File: src/sv/keyboard_scancode_encoder_macros.svh
// Assertion macros shared by the keyboard scan code encoder RTL.
// Expects clk and rst_n in the scope where a macro is used.
`ifndef KEYBOARD_SCANCODE_ENCODER_MACROS_SVH
`define KEYBOARD_SCANCODE_ENCODER_MACROS_SVH

// Consequent checked in the same cycle as the antecedent.
`define KSE_ASSERT_SAME(name, ante, cons, msg) \
  name: assert property (@(posedge clk) disable iff (!rst_n) (ante) |-> (cons)) \
    else $error(msg);

// Consequent checked in the cycle after the antecedent.
`define KSE_ASSERT_NEXT(name, ante, cons, msg) \
  name: assert property (@(posedge clk) disable iff (!rst_n) (ante) |=> (cons)) \
    else $error(msg);

`endif

File: src/sv/kse_pkg.sv
// Types and constants of the keyboard scan code encoder.
// No dependencies; used by kse_key_mem, kse_decode and the top level.
package kse_pkg;

  // Input op codes
  localparam logic OP_KEY  = 1'b0;
  localparam logic OP_LOAD = 1'b1;

  // Result kinds
  localparam logic KIND_CHAR = 1'b0;
  localparam logic KIND_FUNC = 1'b1;

  // Configuration register indexes
  localparam logic [7:0] CFG_REPEAT = 8'd0;
  localparam logic [7:0] CFG_CAPS   = 8'd1;
  localparam logic [7:0] CFG_JAPAN  = 8'd2;
  localparam logic [7:0] CFG_EUC    = 8'd3;

  // Entry flag bit positions
  localparam int FL_N     = 0;
  localparam int FL_S     = 1;
  localparam int FL_C     = 2;
  localparam int FL_A     = 3;
  localparam int FL_G     = 4;
  localparam int FL_K     = 5;
  localparam int FL_J     = 6;
  localparam int FL_CAPL  = 7;
  localparam int FL_PUSH  = 8;
  localparam int FL_SW    = 9;
  localparam int FL_AFUNC = 10;
  localparam int FL_PFUNC = 11;
  localparam int FL_NOREP = 12;

  // Modifier status bit positions
  localparam int MS_CTRL  = 0;
  localparam int MS_RSH   = 1;
  localparam int MS_LSH   = 2;
  localparam int MS_ALT   = 3;
  localparam int MS_CAPS  = 4;
  localparam int MS_KANA  = 5;
  localparam int MS_ALTGR = 6;

  // Modifier selectors carried in plain_code of shift-type keys
  localparam logic [7:0] SEL_CTRL    = 8'd0;
  localparam logic [7:0] SEL_RSHIFT  = 8'd1;
  localparam logic [7:0] SEL_LSHIFT  = 8'd2;
  localparam logic [7:0] SEL_ALT     = 8'd3;
  localparam logic [7:0] SEL_CAPS    = 8'd4;
  localparam logic [7:0] SEL_KANAOFF = 8'd5;
  localparam logic [7:0] SEL_KANAON  = 8'd6;
  localparam logic [7:0] SEL_ALTGR   = 8'd7;

  // Lock styles
  localparam logic [1:0] LS_CAPS   = 2'd0;
  localparam logic [1:0] LS_SHIFT  = 2'd1;
  localparam logic [1:0] LS_SHIFT2 = 2'd2;

  // Code selectors
  localparam logic [2:0] CI_NORM  = 3'd0;
  localparam logic [2:0] CI_SHFT  = 3'd1;
  localparam logic [2:0] CI_CTRL  = 3'd2;
  localparam logic [2:0] CI_ALT   = 3'd3;
  localparam logic [2:0] CI_KANA  = 3'd4;
  localparam logic [2:0] CI_KSHFT = 3'd5;

  localparam logic [7:0] SS2_BYTE = 8'h8e;
  localparam logic [7:0] KANA_LO  = 8'ha1;
  localparam logic [7:0] KANA_HI  = 8'hdf;

  typedef enum logic [1:0] {
    ST_IDLE,
    ST_LOOK,
    ST_EMIT
  } state_t;

  // One key table entry plus its pressed bit
  typedef struct packed {
    logic        pressed;
    logic [12:0] flags;
    logic [7:0]  normal;
    logic [7:0]  shifted;
    logic [7:0]  control;
    logic [7:0]  alternate;
    logic [7:0]  kana;
    logic [7:0]  kana_shifted;
  } entry_t;

  typedef struct packed {
    logic       kind;
    logic [7:0] value;
    logic       shift_held;
  } result_t;

  // Decode outcome handed back to the control
  typedef struct packed {
    logic       pressed;
    logic [6:0] mods;
    logic [1:0] lock;
    logic [1:0] count;
    result_t    res0;
    result_t    res1;
  } decision_t;

endpackage

File: src/sv/kse_decode.sv
// Key event decode: repeat check, modifier update and code choice.
// Depends on kse_pkg. Purely combinational; acts on the entry just read.
module kse_decode
  import kse_pkg::*;
(
  input  entry_t    entry,
  input  logic [7:0] key_code,
  input  logic [6:0] mods,
  input  logic [1:0] lock,
  input  logic       repeat_en,
  input  logic [1:0] caps_style,
  input  logic       japanese,
  input  logic       euc,
  output decision_t  dec
);

  typedef struct packed {
    logic       ok;
    logic [2:0] ci;
  } pick_t;

  function automatic pick_t pick_plain(input logic [12:0] f, input logic [6:0] m,
                                       input logic [1:0] ls);
    pick_t p;
    logic  sh;
    p  = '0;
    sh = m[MS_RSH] | m[MS_LSH];
    if (m[MS_CAPS] && sh && f[FL_S]) begin
      if (f[FL_CAPL]) begin
        case (ls)
          LS_CAPS:           p = '{1'b1, CI_SHFT};
          LS_SHIFT, LS_SHIFT2: p = '{1'b1, CI_NORM};
          default:           p = '0;
        endcase
      end else begin
        case (ls)
          LS_CAPS, LS_SHIFT: p = '{1'b1, CI_SHFT};
          LS_SHIFT2:         p = '{1'b1, CI_NORM};
          default:           p = '0;
        endcase
      end
    end else if (m[MS_CAPS] && f[FL_N]) begin
      if (f[FL_CAPL]) begin
        p = '{1'b1, CI_SHFT};
      end else begin
        case (ls)
          LS_CAPS, LS_SHIFT: p = '{1'b1, CI_NORM};
          LS_SHIFT2:         p = '{1'b1, CI_SHFT};
          default:           p = '0;
        endcase
      end
    end else if (sh) begin
      p = '{f[FL_S], CI_SHFT};
    end else begin
      p = '{f[FL_N], CI_NORM};
    end
    return p;
  endfunction

  function automatic logic [7:0] code_at(input entry_t e, input logic [2:0] ci);
    logic [7:0] c;
    case (ci)
      CI_NORM:  c = e.normal;
      CI_SHFT:  c = e.shifted;
      CI_CTRL:  c = e.control;
      CI_ALT:   c = e.alternate;
      CI_KANA:  c = e.kana;
      CI_KSHFT: c = e.kana_shifted;
      default:  c = 8'h00;
    endcase
    return c;
  endfunction

  logic        release_key;
  logic        push;
  logic        sh;
  logic        suppress;
  logic        kana_path;
  logic [12:0] f;
  pick_t       pk;
  logic [7:0]  chosen;

  assign f           = entry.flags;
  assign release_key = key_code[7];
  assign push        = ~release_key;
  assign sh          = mods[MS_RSH] | mods[MS_LSH];
  assign suppress    = push & entry.pressed & (~repeat_en | f[FL_NOREP]);

  always_comb begin
    dec       = '0;
    dec.mods  = mods;
    dec.lock  = lock;
    dec.pressed = push;
    kana_path = 1'b0;
    pk        = '0;
    chosen    = 8'h00;

    if (suppress) begin
      dec.pressed = 1'b1;
    end else if (f[FL_PUSH] | f[FL_SW]) begin
      case (entry.normal)
        SEL_CTRL:    dec.mods[MS_CTRL] = push;
        SEL_RSHIFT:  dec.mods[MS_RSH] = push;
        SEL_LSHIFT:  dec.mods[MS_LSH] = push;
        SEL_ALT:     dec.mods[MS_ALT] = push;
        SEL_CAPS: begin
          if (push) begin
            dec.mods[MS_CAPS] = ~mods[MS_CAPS];
            dec.lock          = caps_style;
          end
        end
        SEL_KANAOFF: begin
          if (push) dec.mods[MS_KANA] = 1'b0;
        end
        SEL_KANAON: begin
          if (push && japanese) dec.mods[MS_KANA] = 1'b1;
        end
        SEL_ALTGR:   dec.mods[MS_ALTGR] = push;
        default:     dec.mods = mods;
      endcase
    end else if ((f[FL_AFUNC] & mods[MS_ALT]) | f[FL_PFUNC]) begin
      if (push) begin
        dec.count = 2'd1;
        dec.res0  = '{KIND_FUNC, key_code, sh};
      end
    end else if (push) begin
      // precedence: alt, ctrl, altgr, kana, then caps/shift
      if (mods[MS_ALT]) begin
        pk = '{f[FL_A], CI_ALT};
      end else if (mods[MS_CTRL]) begin
        pk = '{f[FL_C], CI_CTRL};
      end else if (mods[MS_ALTGR]) begin
        pk = '{f[FL_G], CI_KANA};
      end else if (mods[MS_KANA]) begin
        kana_path = 1'b1;
        if (sh) begin
          pk = '{f[FL_J], CI_KSHFT};
        end else begin
          pk = '{f[FL_K], CI_KANA};
        end
      end else begin
        pk = pick_plain(f, mods, lock);
      end
      chosen = code_at(entry, pk.ci);
      if (pk.ok) begin
        if (kana_path && euc && (chosen inside {[KANA_LO:KANA_HI]})) begin
          dec.count = 2'd2;
          dec.res0  = '{KIND_CHAR, SS2_BYTE, 1'b0};
          dec.res1  = '{KIND_CHAR, chosen, 1'b0};
        end else begin
          dec.count = 2'd1;
          dec.res0  = '{KIND_CHAR, chosen, 1'b0};
        end
      end
    end
  end

endmodule

File: config.mk
export PLATFORM = sky130hd
export DESIGN_NAME = kse_decode
export DESIGN_NICKNAME = d
export VERILOG_FILES = /design/src/sv/keyboard_scancode_encoder_macros.svh /design/src/sv/kse_pkg.sv /design/src/sv/kse_decode.sv
export SDC_FILE = /design/constraint.sdc
export NUM_CORES = 1
export LEC_CHECK = 0
export BUFFER_PORTS_ARGS = -buffer_cell sky130_fd_sc_hd__buf_4
export CAP_MARGIN = 20
export CELL_PAD_IN_SITES_DETAIL_PLACEMENT = 0
export CELL_PAD_IN_SITES_GLOBAL_PLACEMENT = 1
export CORE_MARGIN = 2
export CORE_UTILIZATION = 24
export DETAILED_ROUTE_END_ITERATION = 10
export PLACE_DENSITY = 0.88
export RECOVER_POWER = 100
export SLEW_MARGIN = 15
export SYNTH_ARGS = -nofsm -noshare
export SYNTH_HDL_FRONTEND = slang
export SYNTH_SLANG_ARGS = --single-unit
File: constraint.sdc
create_clock -name vclk -period 3.6
set_clock_uncertainty 0.2 [all_clocks]
set_input_delay 0.36 -clock vclk [all_inputs]
set_output_delay 0.36 -clock vclk [all_outputs]
set_load 0.1 [all_outputs]
==> summary.txt, run 1 <==
Status
  – Outcome: complete, no violations

Finish
  – Storage cell area: 0 sq um
  – Final core occ: 0.450
  – Layout cell share with drive strength beyond 1: 0.508
  – # clk buffers: 0
  – Nets: 383
  – Syn-to-layout area delta: 77.9%
  – Ant diodes: 0
  – Final Cell Area: 2150 sq um
  – FFs & Latches: 0

GRT
  – Gr usage total: 0.177
  – Remaining Overflow, GRT: 0
  – Global-route wire length before repair: 7980 microns
  – Initial antenna violation count: 0
  – Vias in the first global route: 1,717
  – Largest net degree at the start of global routing: 17

Timing
  – Final Cycle Share: 0.968
  – Final WS setup: 116 ps
  – Final worst path period need: 3480 ps
  – Highest Clock Rate: 0.287 GHz
  – Worst slew pin tran: 1190 ps
  – Setup violators final: 0
  – Final Hold Viols: 0
  – Setup tns final: 0 ps
  – RSZ-0062 raised after global routing: no
  – Relative slew slack: 0.208
  – Slew Viols, Final: 0

Synth
  – Sequential fraction of the synthesis area: 0
  – Synthesized area per cell: 6.54 sq um
  – Yosys warns: 0
  – Post-synth top area cell: mux2_2
  – Post-Syn Instances: 185
  – Yosys cell types: 60
  – Top-count cell post-synth: nand2_1
  – Share of the synthesized area in the top cell type: 0.0651
  – Top post-synthesis cells by area: mux2_2 6.5%, mux2i_1 5.8%, o21ai_0 5.8%
  – Top post-synthesis cells by count: 18 x nand2_1, 14 x nor2_1, 14 x o21ai_0, 9 x inv_1, 8 x a21oi_1
  – Mapped Area: 1210 sq um

Floorplanning
  – Total core area: 4790 sq um
  – Num ports: 116
  – Row cnt: 25
  – Initial Util: 0.253
  – Die Area: 5630 sq um
  – DIE HEIGHT: 75 microns
  – DIE WIDTH: 75 microns

Detailed routing
  – DRT Pass-1 Iters: 5
  – Vias: 1,857
  – Detail Route Antenna Nets: 0
  – Vias per Instance: 5.10
  – Drt wl/cell: 14.7 microns
  – DRC errors left: 0
  – M1 wire length: 2210 microns
  – WL met2: 2740 microns
  – DRT iter0 DRCs: 62
  – Met3 WL: 391 microns
  – Top Metal Used: met3
  – Routed wire length: 5330 microns

Worst setup path
  – Worst path arrival time: 2920 ps
  – Crit start category: input pin
  – CP Data Required Time: 3040 ps
  – Worst-path maximum fanout: 5
  – Critical Path Source: lock[1]
  – Kind of critical path: input pin to output port
  – CP endpoint: dec[14]
  – Setup crit end kind: output port

Placed design
  – IO Port Bufs: 114
  – Final HPWL DP: 4630 microns
  – Worst slack at placement: 58.6 ps
  – Placed Area: 2180 sq um
  – Routability congestion estimate: 0.828

Power
  – P_int: 116 uW
  – PwrDens: 132 nW/um^2
  – Comb pwr share: 1.000
  – Peak supply drop: 0.0663 mV
  – Seq pwr share: 0
  – NetSw: 169 uW
  – Design Power: 285 uW
  – Switching share of total power: 0.593
  – Clock power share: 0
  – Pleak: 0.00102 uW

Clocking
  – Hold buffer count at cts: 0

Min path
  – Worst hold path class: input pin to output port

Flow run
  – Max-cap violations: 0
## worst min-delay path by stage
stage,from,endpoint,slack (ps),depth (start not counted)
final,key_code[4],dec[15],950,3
after global routing,key_code[4],dec[15],970,3
after CTS,key_code[7],dec[27],910,3
after detailed placement,key_code[7],dec[27],910,3
after global placement,key_code[7],dec[27],910,3
after floorplan,key_code[7],dec[31],890,1
## cell usage in the layout (no fill, tap or decap), types with 5 or more instances in the layout
cell,netlist,routed
buf_4,3,101
nand2_1,18,18
nor2_1,14,14
o21ai_0,14,10
inv_1,9,9
a21oi_1,8,8
mux2_2,7,7
mux2i_1,7,7
a22oi_1,7,7
clkbuf_2,0,7
nor2b_1,6,6
nor3_1,6,6
o21ai_2,2,5
buf_2,1,5
## cell type report
cell class / instances / area [sq um]
Fill cell: 553 / 2630
Multi-Input combinational cell: 166 / 1160
Tap cell: 67 / 83.8
Inverter: 10 / 37.5
Timing Repair Buffer: 121 / 875
## critical path: stages
cell and delay (ps):
buf_2 120, nor2b_1 140, or3_4 350, a2111o_1 400
a221o_1 420, nor4b_4 310, a21oi_2 110, o21ai_2 250
buf_4 170, o21ai_2 40, buf_4 230
## timing repair
action                                  CTS  global route
setup buffers                             0             0
endpoints found under the setup margin    0             8
gates resized for setup                   0             4
## routing by layer
metal	up-vias	global-route usage
li1	925	-
met1	859	0.233
met2	73	0.332
met3	0	0.0134
met4	0	0
met5	-	0
## power by group through the flow
| stage | clock network (uW) | logic (uW) | registers [uW] |
|---|---|---|---|
| 2_1_floorplan | 0 | 170 | 0 |
| 3_3_place_gp | 0 | 285 | 0 |
| 3_5_place_dp | 0 | 286 | 0 |
| 4_1_cts | 0 | 287 | 0 |
| 5_1_grt | 0 | 303 | 0 |
| 6_report | 0 | 285 | 0 |
## cells by family after synthesis
family | count (synthesis) | share of synthesized area
and+or+nand+nor | 80 | 0.369
AOI/OAI and AO/OA | 69 | 0.425
buffers and inverters | 20 | 0.0724
muxes | 14 | 0.123
xor gates and xnor gates | 1 | 0.00724
other | 1 | 0.00310
## stage by stage
stage	cells	hold slack (ps)
6_report	364	953
4_1_cts	364	909
3_3_place_gp	364	907
2_1_floorplan	186	890
3_5_place_dp	364	909
5_1_grt	364	972
(Power assumes the default switching activity.)
==> run 2, diff against run 1 <==
SETUP_SLACK_MARGIN = 0.15   (was unset)
SLEW_MARGIN = 0   (was 15)
==> run 2 against run 1 <==
  * Core utilization is 3.8 points higher
  * Via count grew 1.3%
  * Hold slack got worse by 7.9 ps
  * Sequential share of layout area is the same
  * Critical path type unchanged
==> summary.txt, run 2 (synthesis results as in run 1) <==
Worst setup path
  – Cell family with most CP delay: compound AO/OA/AOI/OAI gates
  – Most used cell, CP: buf_4
  – Worst-path maximum fanout: 5
  – CP max stage delay: 390 ps
  – Crit-path cells: buf_4, nor2b_1, or3_4, a2111o_1, a221o_1, nor4b_4, a21oi_2, o21ai_4, buf_4, o21ai_2, clkbuf_4
  – Crit-path slowest cell: a2111o_1
  – Worst path arrival time: 2870 ps
  – Kind of critical path: input pin to output port
  – Setup crit end kind: output port
  – CP Data Required Time: 3040 ps
  – CP bufs+invs: 3
  – Crit start category: input pin

Flow run
  – Max-cap violations: 0

Min path
  – Worst hold path depth: 3
  – Worst hold endpoint: dec[11]
  – Hold Crit Start: key_code[0]
  – Worst hold path class: input pin to output port

Status
  – Outcome: complete, no violations

GRT
  – Largest net degree at the start of global routing: 17
  – Remaining Overflow, GRT: 0
  – Initial antenna violation count: 0
  – Vias in the first global route: 1,773
  – Gr usage total: 0.186
  – Global-route wire length before repair: 8380 microns

Finish
  – FFs & Latches: 0
  – Commonest cells after routing, fill and taps aside: 104 x buf_4, 18 x nand2_1, 14 x nor2_1, 14 x clkbuf_2, 10 x o21ai_0
  – Most common cell after layout, fill and taps aside: buf_4
  – Final std cells w/o fill: 376
  – Nets: 395
  – Layout cell share with drive strength beyond 1: 0.547
  – Storage cell area: 0 sq um
  – Syn-to-layout area delta: 92.9%
  – Ant diodes: 0
  – # clk buffers: 0

Timing
  – Final Hold Viols: 0
  – Slew Viols, Final: 0
  – Relative slew slack: 0.189
  – Final worst path period need: 3430 ps
  – RSZ-0062 raised after global routing: yes
  – Highest Clock Rate: 0.292 GHz
  – Worst slew pin tran: 1220 ps
  – WHS: 945 ps
  – Setup violators final: 0
  – Final Cycle Share: 0.952

Floorplanning
  – Total core area: 4790 sq um
  – Row cnt: 25
  – DIE WIDTH: 75 microns
  – Die Area: 5630 sq um
  – Num ports: 116
  – Initial Util: 0.253
  – DIE HEIGHT: 75 microns

Detailed routing
  – DRT iter0 DRCs: 55
  – DRC errors left: 0
  – Drt wl/cell: 14.8 microns
  – Vias per Instance: 5.00
  – Vias: 1,881
  – DRT Pass-1 Iters: 4
  – Detail Route Antenna Nets: 0
  – Routed wire length: 5560 microns

Placed design
  – Final HPWL DP: 4730 microns
  – IO Port Bufs: 114
  – Placed Cells: 371
  – Routability congestion estimate: 0.824

Power
  – Design Power: 306 uW
  – Pleak: 0.00109 uW
  – PwrDens: 131 nW/um^2
  – Peak supply drop: 0.0609 mV
## run 2: worst max path at each step
stage / from / to / slack (ps) / cells after the start
after floorplan: mods[4] / dec[3] / -420 / 9
after global placement: lock[1] / dec[15] / 40 / 10
after detailed placement: lock[1] / dec[11] / 10 / 10
after CTS: lock[1] / dec[11] / 150 / 10
after global routing: mods[6] / dec[12] / 50 / 12
final: lock[1] / dec[14] / 170 / 11
## run 2: cell type report
class              instances  area [sq um]
multi-input cells        166          1230
fillers                  507          2450
repair buffers           133           982
inverters                 10          37.5
well taps                 67          83.8
## run 2: timing repair
action / CTS / global route
pin swaps: 2 / 5
cloned: 0 / 0
resized for setup: 8 / 15
endpoints found under the setup margin: 9 / 14
buffers inserted: 1 / 4
hold buffers: 0 / 0
## run 2: metal layers
layer / track usage / vias to the layer above / part of all wire
met5: 0 / - / 0
met4: 0.00595 / 0 / 0
met3: 0.0134 / 0 / 0.071
met2: 0.330 / 77 / 0.50
met1: 0.258 / 854 / 0.43
li1: - / 950 / -
## run 2: power breakdown
group / internal, uW / switching [uW]
clock: 0 / 0
sequential: 0 / 0
combinational: 129 / 177
## run 2: per-stage QoR
step | setup slack [ps] | TNS (ps) | util | instance area (sq um)
4_1_cts | 146 | 0 | 0.482 | 2310
2_1_floorplan | -416 | -1130 | - | 1270
5_1_grt | 46.4 | 0 | 0.488 | 2330
3_3_place_gp | 42.7 | 0 | 0.472 | 2260
3_5_place_dp | 10.7 | 0 | 0.472 | 2260
6_report | 172 | 0 | 0.488 | 2330
## run 2: tightest hold or removal path: stages
cell    delay [ps]
buf_4           80
a32o_4         130
buf_6          210
==> run 3, diff against run 2 <==
ABC_AREA = 1   (was unset)
CORE_UTILIZATION = 22   (was 24)
PLACE_DENSITY = 0.87   (was 0.88)
==> run 3 against run 2 <==
  * Cell count grew 12%
  * Count of clock-buffer cells in the layout stayed put
  * Via count grew 1.4%
  * Maximum frequency increased by 4.9%
  * Critical endpoint is now dec[17]
  * Synthesized area is 0.52% lower
  * Largest cell class unchanged
  * Highest routed layer is now met4
  * Worst setup slack gained 160 ps
  * Critical path depth is 5 higher
  * First-iteration DRC count is 73% higher
  * Combinational power fell by 9.5%
  * Final area decreased by 12%
==> summary.txt, run 3 <==
Detailed routing
  – Vias per Instance: 4.54
  – DRT iter0 DRCs: 95
  – Vias: 1,907
  – DRT Pass-1 Iters: 4
  – Detail Route Antenna Nets: 0
  – Routed wire length: 5070 microns
  – DRC errors left: 0
  – Drt wl/cell: 12.1 microns

Floorplanning
  – Row cnt: 26
  – DIE WIDTH: 78.0 microns
  – Num ports: 116
  – DIE HEIGHT: 78.0 microns
  – Total core area: 5200 sq um
  – Initial Util: 0.231
  – Die Area: 6080 sq um

Placed design
  – Routability congestion estimate: 0.824
  – Worst slack at placement: 457 ps
  – Final HPWL DP: 4360 microns
  – IO Port Bufs: 114
  – Placed Area: 2130 sq um

Worst setup path
  – CP endpoint: dec[17]
  – Worst path arrival time: 2710 ps
  – Crit start category: input pin
  – Setup crit end kind: output port
  – CP Data Required Time: 3040 ps
  – Critical Path Source: mods[1]
  – Worst-path maximum fanout: 13
  – Kind of critical path: input pin to output port

GRT
  – Largest net degree at the start of global routing: 15
  – Remaining Overflow, GRT: 0
  – Initial antenna violation count: 0
  – Vias in the first global route: 1,825
  – Global-route wire length before repair: 8170 microns
  – Gr usage total: 0.159

Finish
  – Layout cell share with drive strength beyond 1: 0.397
  – Syn-to-layout area delta: 71.5%
  – Area occupied by multi-input gates: 1010 sq um
  – Layout fillers: 605
  – Ant diodes: 0
  – Nets: 436
  – Storage cell area: 0 sq um
  – Final core occ: 0.397
  – FFs & Latches: 0
  – Most common cell after layout, fill and taps aside: buf_4
  – Commonest cells after routing, fill and taps aside: 93 x buf_4, 61 x nand2_1, 39 x inv_1, 31 x nor2_1, 22 x nand3_1
  – # clk buffers: 0
  – Final Cell Area: 2060 sq um

Synth
  – Yosys warns: 0
  – Post-synth top area cell: nand2_1
  – Top-count cell post-synth: nand2_1
  – Sequential fraction of the synthesis area: 0
  – Top post-synthesis cells by area: nand2_1 19%, inv_1 12%, nor2_1 9.7%
  – Synthesized area per cell: 5.04 sq um
  – Yosys cell types: 31
  – Top post-synthesis cells by count: 61 x nand2_1, 39 x inv_1, 31 x nor2_1, 22 x nand3_1
  – Share of the synthesized area in the top cell type: 0.190
  – Mapped Area: 1200 sq um
  – Post-Syn Instances: 239

Power
  – Peak supply drop: 0.0646 mV
  – PwrDens: 134 nW/um^2
  – Pleak: 0.00117 uW

Timing
  – Relative slew slack: 0.225
  – RSZ-0062 raised after global routing: no
  – Highest Clock Rate: 0.306 GHz
  – WHS: 948 ps
  – Slew Viols, Final: 0
  – Final worst path period need: 3270 ps
  – Setup tns final: 0 ps
  – Final Cycle Share: 0.908
  – Final WS setup: 331 ps
  – Setup violators final: 0
  – Worst slew pin tran: 1170 ps
  – Final Hold Viols: 0

Min path
  – Worst hold path class: input pin to output port

Clocking
  – CTS resizes: 0
  – Setup bufs post-CTS: 0
  – Hold buffer count at cts: 0

Flow run
  – Max-cap violations: 0

Status
  – Outcome: complete, no violations
[run 3: cells by family (layout without fill, tap and decap cells)]
group | after synthesis | in the layout | share of synthesized area
AO/OA/AOI/OAI | 28 | 28 | 0.156
buffers and inverters | 49 | 159 | 0.167
XOR/XNOR | 1 | 1 | 0.00728
AND/OR/NAND/NOR | 159 | 159 | 0.657
other | 1 | 2 | 0.00312
multiplexers | 1 | 1 | 0.00935
[run 3: metal layers]
layer  vias up  part of all wire  global-route usage
met4         0            0.0093              0.0123
met2        72              0.46               0.292
met3         4             0.075              0.0209
met5         -                 0                   0
li1        994                 -                   -
met1       837              0.45               0.204
[run 3: through the flow]
stage / total power [uW] / cells
floorplan: 175 / 240
global route: 299 / 420
global placement: 282 / 420
CTS: 284 / 420
detailed placement: 283 / 420
finish: 277 / 420
[run 3: worst max-delay path, cell delays in order]
cell,delay [ps]
buf_4,110
inv_2,70
nand2_4,70
a21oi_2,380
nand2_4,200
nor2_2,250
nand2_1,80
nand2_1,90
inv_1,40
nand2_1,100
o21bai_2,130
nand2_2,110
nand2_4,110
nand3_1,70
nand2_1,80
clkbuf_2,450
[run 3: worst min path at each step]
stage	start	endpoint	depth (start not counted)
after detailed placement	mods[4]	dec[28]	3
after floorplan	entry[39]	dec[8]	4
final	key_code[0]	dec[11]	4
after global routing	key_code[0]	dec[11]	4
after CTS	mods[4]	dec[28]	3
after global placement	mods[4]	dec[28]	3
[run 3: area by class of cell]
type,count,area share
inverters,43,0.0782
repair buffers,116,0.392
well taps,70,0.0424
multi-input cells,191,0.487
[run 3: where the power goes]
group          leakage [uW]  total (uW)  switching (uW)  internal, uW
logic               0.00117         277             176           101
clock network             0           0               0             0
registers                 0           0               0             0
